### src/rtl/core/nic_pkg.sv
// shared types, constants and saturating helpers for the newton coefficient block
package nic_pkg;

  localparam int MAX_POINTS_DEF = 16;
  localparam logic signed [63:0] Q_ONE = 64'sh0000_0001_0000_0000;
  localparam logic signed [63:0] Q_MAX = 64'sh7FFF_FFFF_FFFF_FFFF;
  localparam logic signed [63:0] Q_MIN = 64'sh8000_0000_0000_0000;
  localparam logic [63:0] MAG_CAP = 64'h8000_0000_0000_0000;

  typedef struct packed {
    logic signed [31:0] x_value;
    logic signed [31:0] y_value;
    logic               last_point;
  } in_item_t;

  typedef struct packed {
    logic signed [63:0] coefficient;
    logic [3:0]         degree;
    logic               divide_error;
    logic               last_coefficient;
  } out_item_t;

  function automatic logic [63:0] mag_of(input logic signed [63:0] v);
    mag_of = v[63] ? (64'd0 - 64'(v)) : 64'(v);
  endfunction

  // magnitude is at most 2^63; apply sign and clamp
  function automatic logic signed [63:0] sat_mag(input logic neg, input logic [63:0] m);
    if (neg) begin
      sat_mag = 64'sd0 - $signed(m);
    end else begin
      sat_mag = m[63] ? Q_MAX : $signed(m);
    end
  endfunction

  function automatic logic signed [63:0] sat_add(input logic signed [63:0] a,
                                                 input logic signed [63:0] b);
    logic signed [64:0] s;
    s = {a[63], a} + {b[63], b};
    if (s[64] != s[63]) begin
      sat_add = s[64] ? Q_MIN : Q_MAX;
    end else begin
      sat_add = s[63:0];
    end
  endfunction

  function automatic logic signed [63:0] sat_sub(input logic signed [63:0] a,
                                                 input logic signed [63:0] b);
    logic signed [64:0] s;
    s = {a[63], a} - {b[63], b};
    if (s[64] != s[63]) begin
      sat_sub = s[64] ? Q_MIN : Q_MAX;
    end else begin
      sat_sub = s[63:0];
    end
  endfunction

endpackage

### src/rtl/core/nic_mul.sv
// q32.32 saturating multiplier, one 32x32 partial product per cycle
module nic_mul (
  input  logic               clk,
  input  logic               rst,
  input  logic               start,
  input  logic signed [63:0] a,
  input  logic signed [63:0] b,
  output logic               busy,
  output logic signed [63:0] prod
);

  logic [63:0] ma, mb;
  logic        neg;
  logic [2:0]  step;
  logic [63:0] pr;
  logic [65:0] acc;
  logic        ovf;
  logic [31:0] op_a, op_b;

  // partial products: lo*lo, hi*lo, lo*hi, hi*hi
  always_comb begin
    op_a = step[0] ? ma[63:32] : ma[31:0];
    op_b = step[1] ? mb[63:32] : mb[31:0];
  end

  always_ff @(posedge clk) begin
    if (rst) begin
      busy <= 1'b0;
      step <= '0;
    end else if (start) begin
      busy <= 1'b1;
      step <= '0;
      neg  <= a[63] ^ b[63];
      ma   <= nic_pkg::mag_of(a);
      mb   <= nic_pkg::mag_of(b);
      acc  <= '0;
      ovf  <= 1'b0;
    end else if (busy) begin
      step <= step + 3'd1;
      if (step < 3'd4) begin
        pr <= op_a * op_b;
      end
      unique case (step)
        3'd1: acc <= acc + 66'(pr[63:32]);
        3'd2, 3'd3: acc <= acc + 66'(pr);
        3'd4: begin
          if (pr >= 64'h8000_0000) begin
            ovf <= 1'b1;
          end else begin
            acc <= acc + {2'b00, pr[31:0], 32'd0};
          end
        end
        3'd5: begin
          busy <= 1'b0;
          prod <= nic_pkg::sat_mag(neg, (ovf || acc >= 66'(nic_pkg::MAG_CAP)) ?
                                        nic_pkg::MAG_CAP : acc[63:0]);
        end
        default: ;
      endcase
    end
  end

endmodule

### config.mk
export PLATFORM = sky130hd
export DESIGN_NAME = nic_mul
export DESIGN_NICKNAME = d
export VERILOG_FILES = /design/src/rtl/core/nic_pkg.sv /design/src/rtl/core/nic_mul.sv
export SDC_FILE = /design/constraint.sdc
export NUM_CORES = 2
export LEC_CHECK = 0
export BUFFER_PORTS_ARGS = -buffer_cell sky130_fd_sc_hd__clkbuf_2
export CAP_MARGIN = 20
export CORE_MARGIN = 1
export CORE_UTILIZATION = 67
export DETAILED_ROUTE_END_ITERATION = 7
export GPL_ROUTABILITY_DRIVEN = 0
export PLACE_DENSITY = 0.85
export SLEW_MARGIN = 30
export SYNTH_ARGS = -nofsm -noshare
export SYNTH_HDL_FRONTEND = slang
export SYNTH_SLANG_ARGS = --single-unit
### constraint.sdc
create_clock -name clk -period 22.2 [get_ports clk]
set_input_delay 3.33 -clock clk [delete_from_list [all_inputs] [get_ports clk]]
set_output_delay 3.33 -clock clk [all_outputs]
set_load 0.1 [all_outputs]
# Word-level counts from Yosys, hierarchy flattened
# Index checks and enable logic that the tools add are counted.
[word_totals]
ff_bits = 328
in_bits = 131
[classes]
n_lt_le_gt_ge = 3
n_reduce_logical = 12
n_eq_ne = 6
bitwise = 3
n_mul = 1
n_addsub = 7
n_mux = 16
[op_table]
columns = ["op", "n"]
rows = [
  ["66-bit one-hot mux with 3 select lines", 1],
  ["1-bit by 64-bit subtractor with 64-bit output, first input constant", 3],
  ["63-bit 2-to-1 mux", 3],
  ["66-bit by 64-bit adder with 66-bit output", 2],
  ["66-bit 2-to-1 mux", 2],
  ["64-bit 2-to-1 mux", 2],
  ["66-bit by 32-bit adder with 66-bit output", 1],
  ["66-bit by 64-bit greater-or-equal comparator with 1-bit output, second input constant", 1],
  ["64-bit by 32-bit greater-or-equal comparator with 1-bit output, second input constant", 1],
  ["32-bit by 32-bit multiplier with 64-bit output", 1],
  ["32-bit 2-to-1 mux", 2],
  ["4-bit AND reduction", 4],
  ["3-bit by 2-bit == test with 1-bit output, second input constant", 2],
  ["3-bit == test, second input constant", 2],
  ["1-bit 2-to-1 mux", 6],
  ["2-bit nonzero test", 3],
  ["4-bit nonzero test", 1],
  ["2-bit OR reduction", 2],
  ["3-bit by 1-bit adder with 3-bit output, second input constant", 1],
  ["3-bit by 1-bit == test with 1-bit output, second input constant", 1],
  ["3-bit less-than comparator, second input constant", 1],
  ["3-bit != test, second input constant", 1],
  ["1-bit inverter", 2],
  ["2-bit AND reduction", 1],
  ["other kinds (2)", 2],
]

# Depth between registers and ports, before layout
[depth]
word_depth = 5
mapped_depth = 34
depth_no_buf = 29

# Worst setup path before layout
# Ideal clock, no wire load.
[synth_timing]
kind = "input -> register"
start = "in start"
end = "reg ma[0] (enable)"
path_stages = 3
setup_time_ns = 0.619
path_buffers = 1
arrival_ns = 9.021
t_required_ns = 21.581
slack_ns = 12.561
cell_sequence = "clkbuf_1 inv_1 nor2_1"
[synth_via]
elab_chain_cells = 1
[synth_lines]
columns = ["item", "line_no", "source"]
rows = [
  ["from (decl)", "nic_mul.sv:5", "input logic start,"],
  ["2-bit AND reduction (no source line)", "--", ""],
  ["to (signal assigned)", "nic_mul.sv:34", "ma <= nic_pkg::mag_of(a);"],
  ["to (decl)", "nic_mul.sv:12", "logic [63:0] ma, mb;"],
]
# No other way between the ends.
# A chain may end at the register's enable or synchronous reset.

# Worst setup path in the final report
[layout_timing]
start = "reg step[0]"
end = "reg pr[61] (data pin)"
[layout_via]
elab_chain_cells = 2
[layout_lines]
columns = ["item", "line_no", "source"]
rows = [
  ["from (decl)", "nic_mul.sv:14", "logic [2:0] step;"],
  ["from (signal assigned)", "nic_mul.sv:39", "step <= step + 3'd1;"],
  ["32-bit 2-to-1 mux", "nic_mul.sv:22", "op_a = step[0] ? ma[63:32] : ma[31:0];"],
  ["32-bit by 32-bit multiplier with 64-bit output", "nic_mul.sv:41", "pr <= op_a * op_b;"],
  ["to (signal assigned)", "nic_mul.sv:41", ""],
  ["to (decl)", "nic_mul.sv:15", "logic [63:0] pr;"],
]
# No other way between the ends.

==> metrics.sh <==
SYNTH.TOP_CELLS.BY_AREA='fa_1, edfxtp_1, ha_1'
NETLIST.AREA_LEADER.SHARE=0.328
TRITONCTS.NUM_BUFFERS=37
SYNTH_CELLS=6028
CTS_RESIZED=0
FIRST_GLOBAL_VIAS=48500
INITIALDRTVIOLATIONCOUNT=6048
GRT_REMAINING_OVERFLOW=0
H-TREE-DEPTH=2
RUN_STATUS='finished, violations left'
CTS_TREE='yes'
IO_PINS=196
CTS_POST_SETUP_BUFFERS_INSERTED=0
ENDPOINT_TYPE_OF_THE_WORST_SETUP_PATH='flop'
SYNTH-SEQ-CELLS=328
TIMING.FMAX_GHz=0.0964
CRITPATHTOPFAMILY='adder cells'
CTS-ROOT-BUF='clkbuf_16'
NUMBER_OF_ENABLE_TYPE_REGISTER_CELLS_IN_THE_SYNTHESIZED_NETLIST=324
CRIT_BUF_INV=6
REPORT.FINAL.HOLD_VIOL_COUNT=0
LAYOUT-DRIVE-GT1-SHARE=0.0857
VIOLATIONS='DRC'
FINAL-SETUP-VIOL-COUNT=0
TRACK_USAGE=0.448
ROUTE.VIAS.TOTAL=47600
TIMING.CRITICAL_PATH.SLOWEST_CELL_DELAY_NS=0.91
SYNTHESIZED_AREA_PER_CELL_UM2=9.10
SYNTH.LARGEST_AREA_CELL='fa_1'
CLK_LATENCY_NS=0.64
WORST_SETUP_HOLD_PATH_CLK_SLEW_NS=0.06
ROWS=104
POSTCTSHOLDBUFS=0
MAXCAPVIOLCOUNT=0
YOSYSWARNINGCOUNT=0
FINAL_MAX_SLEW_VIOL_COUNT=0
SYNTH.MOST_COMMON_CELL='inv_1'
FIRST_PASS_GRT_WIRE_LENGTH_UM=276000
SYNTH_CELL_TYPE_COUNT=83
AREAGROWTHSYNTHTOFINISH_PCT=6.26
SEQ_AREA_FRAC_SYNTH=0.179
FINCLKSKEW_NS=0.0570
WORST_SLEW_MARGIN_REL=0.272
ASYNCSETRESETFLOPFRACSYNTH=0
TYPE_OF_THE_MOST_CRITICAL_HOLD_PATH='reg -> reg'
PATH_COMMON_CELL='fa_1'
TIMING.SETUP.TNS_NS=0
IO_BUFFERS=195
SYNTH.CELLS.MOST_FREQUENT='inv_1, fa_1, nor2_1'
STANDARD_CELL_CORE_AREA_MM2=0.0808
SYN_AREA_MM2=0.0549
SETUP.WORST_PATH.START_CLASS='flop'
NUMBER_OF_ROUTED_NETS_WITH_ANTENNA_VIOLATIONS=0
AVGVIACOUNTPERCELL=6.65
HPWL_UM=135000
PATH_CLASS='reg -> reg'
CRITICAL_PATH.SLOWEST_CELL='fa_1'
CLOCK_SINKS=328
DRT-PASS1-ITER-COUNT=8
SYNTH.NET_COUNT=7424
DIE_AREA_MM2=0.0830
ANTENNA_FOUND_INITIAL=12
DIE_W_UM=288
AVERAGE_WIRE_PER_STANDARD_CELL_UM=25.6
INITIAL_CORE_UTIL=0.679
CLOCK_PATH_BUFFERS=3
TIGHTEST_SLEW_NS=1.07
ROUTE.FINAL.WIRE_LENGTH_UM=183000
CRIT_REQUIRED_NS=22.55
ROUTE.DETAILED.DRC=165
CRITPATHMAXFANOUT=51
FINISH.NET_COUNT=7448
TIMING.CRITICAL_PATH.ARRIVAL_NS=10.72
CHIPHEIGHT_UM=288
PREVAILING_POST_SYNTH_REGISTER_CELL='edfxtp_1'
GRT_START_MAX_NET_PINS=85
SETUP_REPAIR_AFTER_GLOBAL_ROUTING_MISSED_ITS_MARGIN='no'
FINALCRITICALPERIOD_NS=10.37
TIMING.FINAL.CRIT_SHARE=0.467
[per-stage QoR]
step / instance area (µm²) / setup slack (ns) / util / hold WS (ns) / std cells
final: 58300 / 11.83 / 0.721 / 0.599 / 7148
after global routing: 58300 / 11.55 / 0.721 / 0.668 / 7142
after global placement: 56900 / 12.36 / 0.705 / 0.575 / 7071
after floorplan: 54900 / 12.56 / - / 0.516 / 6028
after CTS: 58200 / 12.41 / 0.721 / 0.591 / 7139
after detailed placement: 57000 / 12.47 / 0.705 / 0.574 / 7071
[cell usage in the layout (no fill, tap or decap), types with 19 or more instances in the layout]
master / Yosys / routed
nor4_1: 23 / 22
a211oi_1: 25 / 25
nand2_1: 720 / 719
mux2_2: 86 / 86
o31ai_1: 45 / 45
mux2i_1: 69 / 27
o211ai_1: 21 / 21
mux2i_2: 0 / 35
o21ai_0: 216 / 216
or4_1: 29 / 28
nor2b_1: 51 / 51
nand3_1: 60 / 60
or3_1: 49 / 49
o311ai_0: 22 / 22
fa_1: 898 / 898
o22ai_1: 20 / 20
o41ai_1: 19 / 19
edfxtp_1: 324 / 324
inv_1: 925 / 925
and3_1: 29 / 29
nor2_1: 771 / 768
nor3_1: 56 / 56
xor2_1: 53 / 53
ha_1: 367 / 367
buf_4: 0 / 82
clkbuf_2: 0 / 193
xnor2_1: 213 / 213
a21oi_1: 255 / 254
a21o_1: 86 / 86
clkbuf_16: 0 / 37
a31oi_1: 26 / 26
o21bai_1: 28 / 28
nand4_1: 32 / 32
[cells by family after synthesis]
group | count (synthesis) | synth area share
DFF | 328 | 0.179
muxes | 165 | 0.0323
AOI/OAI and AO/OA | 884 | 0.103
adders and majority gates | 1265 | 0.411
xor gates and xnor gates | 266 | 0.0425
and+or+nand+nor | 1901 | 0.149
buffers and inverters | 1219 | 0.0834
[path summary, 6_finish.rpt]
check                           slack [ns]  endpoint     from  depth (start not counted)
worst max-delay path                 11.83    pr[61]  step[0]                         27
worst min-delay path                  0.60   step[2]  step[2]                          2
worst max register to register       11.83    pr[61]  step[0]                         27
worst min register to register        0.60   step[2]  step[2]                          2
[final cells by class]
type | count | area, µm²
Timing Repair Buffer | 279 | 1630
Fill cell | 5548 | 22500
Antenna cell | 7 | 17.5
Clock inverter | 29 | 358
Multi-Input combinational cell | 4481 | 40700
Tap cell | 1060 | 1330
Sequential cell | 328 | 9820
Inverter | 925 | 3470
Clock buffer | 39 | 933
[worst register-to-register path, stage by stage (launching register included)]
cell and delay (ns):
dfxtp_4 0.56, buf_4 0.76, mux2i_2 0.89, buf_4 0.36
nor2_1 0.09, fa_1 0.52, inv_1 0.05, fa_1 0.48
inv_1 0.06, fa_1 0.48, fa_1 0.91, fa_1 0.54
fa_1 0.48, fa_1 0.51, inv_1 0.05, fa_1 0.47
inv_1 0.04, ha_1 0.35, nand3_1 0.18, nor3_1 0.07
a221oi_1 0.38, nand3_1 0.11, a21oi_1 0.44, o41ai_1 0.29
a2111o_1 0.50, a31o_2 0.26, a21oi_1 0.21, xnor2_1 0.09
[registers in the layout, indices dropped and copies added (netlist names)]
name / count
ma: 64
acc: 66
prod: 64
mb: 64
step: 3
busy: 1
pr: 64
neg: 1
ovf: 1
[per-layer routing]
metal	GRT usage	vias to the layer above	wire, µm
met4	0.340	22	18600
met3	0.221	1338	31200
met1	0.497	22500	55900
met2	0.661	4105	76800
li1	-	19600	-
met5	0.0222	-	380
Power is left out: the tool's default activity adds up to more than one toggle a clock period on the data nets, which glitch-free logic cannot reach.
