<file path="src/rtl/core/nic_pkg.sv">
// shared types, constants and saturating helpers for the newton coefficient block
package nic_pkg;

  localparam int MAX_POINTS_DEF = 16;
  localparam logic signed [63:0] Q_ONE = 64'sh0000_0001_0000_0000;
  localparam logic signed [63:0] Q_MAX = 64'sh7FFF_FFFF_FFFF_FFFF;
  localparam logic signed [63:0] Q_MIN = 64'sh8000_0000_0000_0000;
  localparam logic [63:0] MAG_CAP = 64'h8000_0000_0000_0000;

  typedef struct packed {
    logic signed [31:0] x_value;
    logic signed [31:0] y_value;
    logic               last_point;
  } in_item_t;

  typedef struct packed {
    logic signed [63:0] coefficient;
    logic [3:0]         degree;
    logic               divide_error;
    logic               last_coefficient;
  } out_item_t;

  function automatic logic [63:0] mag_of(input logic signed [63:0] v);
    mag_of = v[63] ? (64'd0 - 64'(v)) : 64'(v);
  endfunction

  // magnitude is at most 2^63; apply sign and clamp
  function automatic logic signed [63:0] sat_mag(input logic neg, input logic [63:0] m);
    if (neg) begin
      sat_mag = 64'sd0 - $signed(m);
    end else begin
      sat_mag = m[63] ? Q_MAX : $signed(m);
    end
  endfunction

  function automatic logic signed [63:0] sat_add(input logic signed [63:0] a,
                                                 input logic signed [63:0] b);
    logic signed [64:0] s;
    s = {a[63], a} + {b[63], b};
    if (s[64] != s[63]) begin
      sat_add = s[64] ? Q_MIN : Q_MAX;
    end else begin
      sat_add = s[63:0];
    end
  endfunction

  function automatic logic signed [63:0] sat_sub(input logic signed [63:0] a,
                                                 input logic signed [63:0] b);
    logic signed [64:0] s;
    s = {a[63], a} - {b[63], b};
    if (s[64] != s[63]) begin
      sat_sub = s[64] ? Q_MIN : Q_MAX;
    end else begin
      sat_sub = s[63:0];
    end
  endfunction

endpackage

</file>
<file path="src/rtl/core/nic_div.sv">
// q32.32 over q16.16 restoring divider, one quotient bit per cycle
module nic_div (
  input  logic               clk,
  input  logic               rst,
  input  logic               start,
  input  logic signed [63:0] num,
  input  logic signed [32:0] den,
  output logic               busy,
  output logic signed [63:0] quot,
  output logic               zero_den
);

  localparam int QW = 80;
  localparam logic [6:0] STEPS = 7'(QW);

  logic [QW-1:0] dq;
  logic [32:0]   md;
  logic [32:0]   rem;
  logic          neg;
  logic [6:0]    cnt;
  logic [33:0]   trial;
  logic          fit;

  always_comb begin
    trial = {rem, dq[QW-1]};
    fit   = trial >= {1'b0, md};
  end

  always_ff @(posedge clk) begin
    if (rst) begin
      busy <= 1'b0;
      cnt  <= '0;
    end else if (start) begin
      busy     <= 1'b1;
      cnt      <= STEPS;
      neg      <= num[63] ^ den[32];
      dq       <= {nic_pkg::mag_of(num), 16'd0};
      md       <= den[32] ? (33'd0 - 33'(den)) : 33'(den);
      rem      <= '0;
      zero_den <= (den == 33'sd0);
    end else if (busy) begin
      if (cnt != 7'd0) begin
        cnt <= cnt - 7'd1;
        rem <= fit ? 33'(trial - {1'b0, md}) : trial[32:0];
        dq  <= {dq[QW-2:0], fit};
      end else begin
        busy <= 1'b0;
        if (zero_den) begin
          quot <= '0;
        end else begin
          quot <= nic_pkg::sat_mag(neg, (|dq[QW-1:63]) ? nic_pkg::MAG_CAP : dq[63:0]);
        end
      end
    end
  end

endmodule

</file>
<file path="config.mk">
export PLATFORM = sky130hd
export DESIGN_NAME = nic_div
export DESIGN_NICKNAME = d
export VERILOG_FILES = /design/src/rtl/core/nic_pkg.sv /design/src/rtl/core/nic_div.sv
export SDC_FILE = /design/constraint.sdc
export NUM_CORES = 1
export LEC_CHECK = 0
export BUFFER_PORTS_ARGS = -buffer_cell sky130_fd_sc_hd__buf_2
export CAP_MARGIN = 20
export CORE_MARGIN = 8
export CORE_UTILIZATION = 30
export CTS_BUF_LIST = sky130_fd_sc_hd__clkbuf_8
export DETAILED_ROUTE_END_ITERATION = 16
export PLACE_DENSITY = 0.45
export SYNTH_ARGS = -nofsm -noshare
export SYNTH_HDL_FRONTEND = slang
export SYNTH_SLANG_ARGS = --single-unit
</file>
<file path="constraint.sdc">
create_clock -name clk -period 9.7 [get_ports clk]
set_input_delay 0.485 -clock clk [delete_from_list [all_inputs] [get_ports clk]]
set_output_delay 0.485 -clock clk [all_outputs]
set_load 0.005 [all_outputs]
</file>
# After elaboration in Yosys (flattened, before gate mapping)

Cells that the tools add are included.

Register bits after elaboration: 220
Bits in latches: 0
Memory bits (writable): 0
Memory bits (read-only): 0
Bits of input ports: 100
Word-level logic and storage cells: 49
Memories kept: 0

Add/subtract/negate cells: 5
Multipliers: 0
Divide/modulo/power cells: 0
$lt $le $gt $ge: 1
Eq/ne operators: 0
Shift-type cells: 0
Mux-type cells: 17
Bitwise logic cells: 4
Reductions and logical operators: 11

Operators with widths:

| operator                                           | number |
|---|---|
| 2-to-1 mux 80 bit                                  | 3 |
| 2-to-1 mux 64 bit                                  | 3 |
| subtractor 1 x 64 -> 64 bit (first input constant) | 2 |
| 2-to-1 mux 33 bit                                  | 3 |
| 2-to-1 mux 63 bit                                  | 1 |
| greater-or-equal comparator 34 x 33 -> 1 bit       | 1 |
| zero test 33 bit                                   | 1 |
| subtractor 1 x 33 -> 33 bit (first input constant) | 1 |
| subtractor 33 bit                                  | 1 |
| 2-to-1 mux 32 bit                                  | 1 |
| 2-to-1 mux 7 bit                                   | 3 |
| OR reduction 17 bit                                | 1 |
| nonzero test 7 bit                                 | 1 |
| subtractor 7 x 1 -> 7 bit (second input constant)  | 1 |
| AND reduction 2 bit                                | 3 |
| AND reduction 4 bit                                | 1 |
| nonzero test 2 bit                                 | 2 |
| 2-to-1 mux 1 bit                                   | 3 |
| inverter 1 bit                                     | 3 |
| AND reduction 3 bit                                | 1 |
| OR reduction 2 bit                                 | 1 |
| bitwise XOR 1 bit                                  | 1 |

# Longest topological paths before layout

Gate-level depths: netlist (run 1).

Depth in word-level cells: 4
Depth in mapped cells: 16
Depth with buffers taken out: 12

# Least setup slack after synthesis (run 1)

OpenSTA, ideal clock, no wires.

Path kind: in2reg
Start point: input port start
End point: register dq[0] (enable)
Arrival time: 5770 ps
Setup slack: 3344 ps
Stages on the path: 4
Path through: clkbuf_1 clkbuf_1 nor2_1 nor2_1

Longest elaborated chain between the ends: 2

Ends and longest elaborated chain:

| element                         | line          | text |
|---|---|---|
| start, declared                 | nic_div.sv:5  | `input logic start,` |
| nonzero test 2 bit (no line)    | --            |  |
| AND reduction 3 bit (no line) * | --            |  |
| end signal, assigned            | nic_div.sv:37 | `dq <= {nic_pkg::mag_of(num), 16'd0};` |
| end signal, assigned            | nic_div.sv:45 | `dq <= {dq[QW-2:0], fit};` |
| end, declared                   | nic_div.sv:16 | `logic [QW-1:0] dq;` |

Every way passes the cells marked *; elsewhere a longest branch is shown, timed or not.
A chain may end at the register's enable or synchronous reset.

# Worst setup path in the final report (run 1)

Start point: register dq[79]
End point: register rem[27], data pin

Longest elaborated chain between the ends: 4

Ends and longest elaborated chain:

| element                                                                           | line                         | text |
|---|---|---|
| subtractor 33 bit or greater-or-equal comparator 34 x 33 -> 1 bit (tied branches) | nic_div.sv:44, nic_div.sv:26 |  |
| 2-to-1 mux 33 bit *                                                               | nic_div.sv:44                | `rem <= fit ? 33'(trial - {1'b0, md}) : trial[32:0];` |
| 2-to-1 mux 33 bit *                                                               | nic_div.sv:42                | `if (cnt != 7'd0) begin` |
| 2-to-1 mux 33 bit *                                                               | nic_div.sv:41                | `end else if (busy) begin` |
| end signal, assigned                                                              | nic_div.sv:44                |  |
| end, declared                                                                     | nic_div.sv:18                | `logic [32:0] rem;` |

Every way passes the cells marked *; elsewhere a longest branch is shown, timed or not. The select of a mux whose other input is x is not followed.

==> results of run 1 <==
[area by class of cell]
| type | count | area share (%) |
|---|---|---|
| antenna | 1 | 0.0147 |
| clock buffer | 46 | 3.72 |
| clock inverter | 32 | 1.57 |
| inverter | 58 | 1.28 |
| multi-input combinational | 1213 | 44.6 |
| sequential | 220 | 38.4 |
| tap | 622 | 4.57 |
| timing repair buffer | 182 | 5.86 |
[worst max-delay path by stage]
stage	startpoint	endpoint	depth (start not counted)
6_report	dq[79]	rem[27]	13
5_1_grt	dq[79]	rem[27]	13
4_1_cts	dq[79]	rem[15]	13
3_5_place_dp	dq[79]	rem[15]	13
3_3_place_gp	dq[63]	quot[34]	11
2_1_floorplan	start	dq[0]	4
[metrics by stage]
step / instances / setup WS [ns] / utilization [%] / instance area [µm²] / total power, mW
finish: 2374 / 5.55 / 35.0 / 17000 / 2.71
global route: 2374 / 5.12 / 35.0 / 17000 / 2.86
CTS: 2369 / 5.47 / 34.9 / 16900 / 2.75
detailed placement: 2291 / 5.49 / 33.0 / 16000 / 1.74
global placement: 2291 / 5.69 / 33.0 / 16000 / 1.74
floorplan: 1578 / 3.34 / - / 14600 / 1.57
[flip-flops by register name, summed over array words and instances, names as in the netlist]
signal / flops
busy: 1
cnt: 7
dq: 80
md: 33
neg: 1
quot: 64
rem: 33
zero_den: 1
[cell families after synthesis]
group	count (synthesis)	share of synthesized area, %
buffers and inverters	145	3.78
adders and majority gates	39	3.39
DFF	220	44.6
muxes	24	1.66
and+or+nand+nor	566	19.2
AOI/OAI and AO/OA	456	19.7
xor gates and xnor gates	128	7.66
[power breakdown]
group | switching [mW] | internal, mW | leakage (nW) | total [mW]
logic | 0.330 | 0.212 | 3.67 | 0.542
clock network | 0.413 | 0.571 | 0.506 | 0.984
registers | 0.0575 | 1.13 | 2.08 | 1.18
[cell usage in the layout, fill, tap and decap left out, drive strengths merged, types with 5 or more instances in the layout]
master | netlist | layout
edfxtp | 212 | 212
nor2 | 196 | 196
buf | 6 | 181
a21oi | 142 | 142
nand2 | 107 | 107
o21ai | 99 | 99
xor2 | 79 | 79
inv | 57 | 71
xnor2 | 49 | 49
nor3 | 49 | 49
clkbuf | 81 | 46
o31ai | 41 | 41
ha | 38 | 38
nand3 | 35 | 35
a211oi | 34 | 34
or3 | 30 | 30
nand2b | 29 | 29
nor4 | 26 | 26
mux2i | 22 | 22
nor2b | 21 | 21
or4 | 20 | 20
a31oi | 19 | 19
a21o | 17 | 17
o41ai | 17 | 17
o22ai | 15 | 15
nand4 | 15 | 15
a221oi | 14 | 14
or2 | 13 | 13
clkinv | 1 | 13
o211ai | 11 | 11
dfxtp | 8 | 8
o21a | 7 | 7
and3 | 7 | 7
a311oi | 7 | 7
a41oi | 5 | 5
o311ai | 5 | 5
bufinv | 0 | 5
nor4b | 5 | 5
[synth_stat cells, types with 34 or more instances]
cell	instances	share of area (%)
nor3_1	48	1.6
nand3_1	35	1.2
nor2_1	196	5.0
xor2_1	79	4.7
edfxtp_1	212	44
a21oi_1	142	4.9
a211oi_1	34	1.7
xnor2_1	49	2.9
ha_1	38	3.2
inv_1	57	1.5
clkbuf_1	81	2.1
o21ai_0	98	3.4
nand2_1	107	2.7
o31ai_1	41	2.1
[routing by layer]
metal,vias to the layer above,routed length (µm),GRT usage [%]
li1,6201,-,-
met1,6076,22500,23.3
met2,451,19700,23.5
met3,70,3420,3.56
met4,8,966,4.31
met5,-,51,0
[critical path, stage by stage, from the launching register on]
cell       delay (ns)
edfxtp_1         0.37
inv_1            0.09
ha_1             0.21
inv_1            0.07
fa_1             0.21
a21o_1           0.17
a221oi_1         0.13
nor4b_1          0.43
nor2_1           0.13
a311o_1          0.43
a2bb2oi_4        0.59
buf_4            0.43
nand2b_1         0.39
o22ai_1          0.30
==> impl_metrics.json, run 1 <==
{
  "timing.rr.start": "dq[79]",
  "vias": 12800,
  "synth-seq-area-share_pct": 44.6,
  "via_per_inst": 5.39,
  "async_flop_share_pct": 0,
  "drive_gt1_share_pct": 15.9,
  "fillers": 5061,
  "io_pins": 166,
  "crit_arrival_ns": 4.57,
  "die_w_um": 237,
  "insertion_delay_ns": 0.60,
  "ys_ff_latch": 220,
  "layout.nets": 1857,
  "avgSynthCellArea_um2": 9.27,
  "status": "finished, final reports clean",
  "grt_max_degree": 119,
  "cts_buffer_depth": 3,
  "wl_per_cell_um": 19.6,
  "cp_max_fo": 21,
  "fin_crit_sh_pct": 42.8,
  "yosysWarnings": 0,
  "slew_headroom_pct": 27.4,
  "dieArea_um2": 56100,
  "syn_area_um2": 14600,
  "first_global_vias": 12300,
  "cts-resized-gates": 0,
  "postCtsSetupRepairBufs": 0,
  "core-area_um2": 48500,
  "grt_pass1_wl_mm": 71.9,
  "setup_viol": 0,
  "worst_ep_required_time_ns": 10.12,
  "rrSetupSlack_ns": 5.55,
  "grt_overflow": 0,
  "finClkSkew_ns": 0.0456,
  "holdPathEnd": "md[0]",
  "numCtsBuffers": 43,
  "reg2reg_depth": 13,
  "path_clk_slew_ns": 0.06,
  "area_delta_synth_final_pct": 16.3,
  "tightest_slew_ns": 1.08,
  "first_iter_violations": 1014,
  "htree_levels": 2,
  "synth_edf_count": 212,
  "wirelength_mm": 46.6,
  "rsz0062_at_grt": "false",
  "multiInputGateArea_um2": 7590,
  "firstDrtPassIters": 5,
  "fmax_ghz": 0.241,
  "drv_slew": 0,
  "place_hpwl_mm": 33.9,
  "worst_setup_path_start_kind": "register",
  "synth_fp_nets": 1717,
  "cap_violations": 0,
  "setup_tns_ns": 0,
  "end_kind": "register",
  "ir_drop_mv": 0.0772,
  "io_buffers": 165,
  "synth_cells": 1578,
  "holdPathStages": 1,
  "ant_nets": 0,
  "synthFlopType": "edfxtp_1",
  "num_rows": 81,
  "synth_cell_types": 70,
  "ctsHoldBuffers": 0,
  "drc": 0,
  "hold_violations": 0,
  "worstSetupPathType": "reg2reg",
  "p_per_area_nw_per_um2": 159,
  "regArea_um2": 6530,
  "antenna_found_initial": 5,
  "gp_congestion": 0.862,
  "whs_ns": 0.158,
  "track_usage_pct": 16.0,
  "cts_tree": "yes",
  "hold_class": "in2reg",
  "reg2reg_to": "rem[27]",
  "clock-sinks": 220,
  "start_util_pct": 30.1,
  "min-delay-start": "den[0]",
  "dieHeight_um": 237,
  "leakage_nw": 6.25,
  "min_period_ns": 4.15,
  "cts_root_buf": "clkbuf_8"
}
Power figures use the tool's default switching activity.
==> run 2: changes to the inputs <==
--- a/config.mk
+++ b/config.mk
@@ -5,13 +5,14 @@
 export SDC_FILE = /design/constraint.sdc
 export NUM_CORES = 1
 export LEC_CHECK = 0
+export ABC_AREA = 1
 export BUFFER_PORTS_ARGS = -buffer_cell sky130_fd_sc_hd__buf_2
 export CAP_MARGIN = 20
 export CORE_MARGIN = 8
 export CORE_UTILIZATION = 30
 export CTS_BUF_LIST = sky130_fd_sc_hd__clkbuf_8
 export DETAILED_ROUTE_END_ITERATION = 16
-export PLACE_DENSITY = 0.45
+export PLACE_DENSITY = 0.46
 export SYNTH_ARGS = -nofsm -noshare
 export SYNTH_HDL_FRONTEND = slang
 export SYNTH_SLANG_ARGS = --single-unit
==> constraint.sdc (replaced) <==
create_clock -name clk -period 3.4 [get_ports clk]
set_input_delay 0.17 -clock clk [delete_from_list [all_inputs] [get_ports clk]]
set_output_delay 0.17 -clock clk [all_outputs]
set_load 0.005 [all_outputs]
==> impl_metrics.json, run 2 <==
{
  "holdPathStages": 3,
  "numCtsBuffers": 42,
  "drv_slew": 0,
  "synth_top_area_share_pct": 39.4,
  "fin_crit_sh_pct": 92.2,
  "grt_overflow": 0,
  "async_flop_share_pct": 0,
  "hold_violations": 0,
  "p_int_mw": 5.02,
  "start_util_pct": 30.2,
  "gp_congestion": 0.894,
  "htree_levels": 2,
  "status": "finished, final reports clean",
  "yosys-top-cells-count": "nand2_1, nor2_1, inv_1",
  "synth-seq-area-share_pct": 40.3,
  "drc": 0,
  "insertion_delay_ns": 0.59,
  "clock-sinks": 220,
  "tightest_slew_ns": 0.907,
  "wl_per_cell_um": 17.9,
  "rrSetupSlack_ns": 0.44,
  "wirelength_mm": 57.0,
  "place_inst": 3033,
  "track_usage_pct": 18.2,
  "via_per_inst": 5.01,
  "synthFlopType": "edfxtp_1",
  "pwr-share-comb_pct": 21.6,
  "synth_area_leaders": "edfxtp_1, nand2_1, nor2_1, inv_1, o21ai_0",
  "reg2reg_depth": 17,
  "area_delta_synth_final_pct": 19.3,
  "worst_setup_path_start_kind": "input port",
  "vias": 15900,
  "avgSynthCellArea_um2": 7.30,
  "finalNonFillerCells": 3180,
  "mostFrequentLayoutCell": "nand2_1",
  "leakage_nw": 8.63,
  "setup_tns_ns": 0,
  "finClkSkew_ns": 0.0246,
  "grt_pass1_wl_mm": 88.3,
  "timing.rr.start": "dq[79]",
  "setup_ws_ns": 0.265,
  "die_w_um": 248,
  "postCtsSetupRepairBufs": 0,
  "drive_gt1_share_pct": 11.7,
  "ys_ff_latch": 220,
  "fmax_ghz": 0.319,
  "cts_buffer_depth": 3,
  "clockPowerShare_pct": 32.9,
  "rsz0062_at_grt": "false",
  "min-delay-start": "num[20]",
  "synth_most_common_cell": "nand2_1",
  "cap_violations": 0,
  "place_hpwl_mm": 44.0,
  "synth_fp_nets": 2356,
  "power.switching_mw": 2.31,
  "grt_max_degree": 78,
  "worstSetupPathType": "in2reg",
  "crit_arrival_ns": 3.48,
  "hold_class": "in2reg",
  "firstDrtPassIters": 6,
  "dpl_worst_slack_ns": 0.416,
  "first_global_vias": 15600,
  "startpoint": "num[0]",
  "p_per_area_nw_per_um2": 380,
  "layout_common_cells": "nand2_1, nor2_1, inv_1",
  "synth_cells": 2217,
  "path_clk_slew_ns": 0.06,
  "reg.largest.list": "dq: 80 flops, quot: 64 flops",
  "switching_share_pct": 31.5,
  "ant_nets": 0,
  "slew_headroom_pct": 39.5,
  "io_pins": 166,
  "largest_register": "dq",
  "min_period_ns": 3.13,
  "largest_reg_flops": 80,
  "syn_area_um2": 16200,
  "ir_drop_mv": 0.191,
  "antenna_found_initial": 5,
  "core-area_um2": 53600,
  "num_rows": 85,
  "power_frac_seq_pct": 45.6,
  "synth_top_cell_by_area": "edfxtp_1",
  "io_buffers": 165,
  "dieHeight_um": 248,
  "end_kind": "register",
  "synth_edf_count": 212,
  "yosysWarnings": 0,
  "first_iter_violations": 1049,
  "layout.nets": 2591,
  "worst_ep_required_time_ns": 3.74,
  "cts_tree": "yes",
  "dieArea_um2": 61600,
  "cp_max_fo": 5,
  "synth_cell_types": 49,
  "setup_viol": 0,
  "cts_root_buf": "clkbuf_8"
}
==> run 2: worst max-delay path, cell delays in order <==
cell	delay [ns]
dlygate4sd3_1	0.53
buf_2	0.16
inv_1	0.10
ha_1	0.28
inv_1	0.09
nor2_1	0.25
nand2_1	0.09
nor2_1	0.12
nand4_1	0.21
xor2_1	0.20
nand2_1	0.06
dlygate4sd3_1	0.54
a31oi_1	0.07
dlygate4sd3_1	0.60
==> run 2: area by class of cell <==
| type | instances | area (µm²) |
|---|---|---|
| multi-input combinational | 1679 | 8400 |
| clock inverter | 29 | 148 |
| antenna | 4 | 10.0 |
| timing repair buffer | 265 | 1840 |
| fill | 5799 | 34300 |
| sequential | 220 | 6530 |
| inverter | 244 | 916 |
| tap | 696 | 871 |
| clock buffer | 43 | 592 |
==> run 2: layer usage <==
layer  vias up  routed length, µm  global-route usage (%)
met3        97               3710                    3.23
met5         -                 12                       0
met4         2               1610                    5.66
met1      7402              27200                    25.6
met2       531              24500                    28.1
li1       7892                  -                       -
==> run 2: logic make-up after synthesis <==
group,Yosys count,share of synthesized area [%]
simple gates,1138,29.5
compound gates,407,14.1
buf+inv,318,7.93
flops,220,40.3
xor+xnor,95,5.14
fa+ha+maj,39,3.06
==> run 2: stage by stage <==
stage | total power, mW | hold WS (ns) | cell area [µm²] | util [%]
6_report | 7.33 | 0.0540 | 19300 | 36.0
4_1_cts | 7.44 | 0.00299 | 19300 | 36.0
2_1_floorplan | 4.37 | 0.239 | 16200 | -
5_1_grt | 7.76 | 0.0212 | 19300 | 36.0
3_5_place_dp | 4.90 | 0.425 | 17800 | 33.3
3_3_place_gp | 4.90 | 0.434 | 17800 | 33.3
==> run 2: repair_timing <==
action / 4_1_cts / 5_1_grt
hold buffers: 70 / 0
gates resized for setup: 0 / 0
endpoints found under the hold margin: 70 / 0
==> run 2: worst paths after layout <==
path,to
max,dq[78]
min,dq[36]
max reg2reg,rem[30]
min reg2reg,cnt[0]
==> run 2: power by group through the flow <==
stage	combinational [mW]	clock, mW	sequential [mW]
finish	1.58	2.41	3.34
global route	1.78	2.62	3.36
CTS	1.58	2.52	3.34
detailed placement	1.51	0	3.39
global placement	1.51	0	3.39
floorplan	1.04	0	3.33
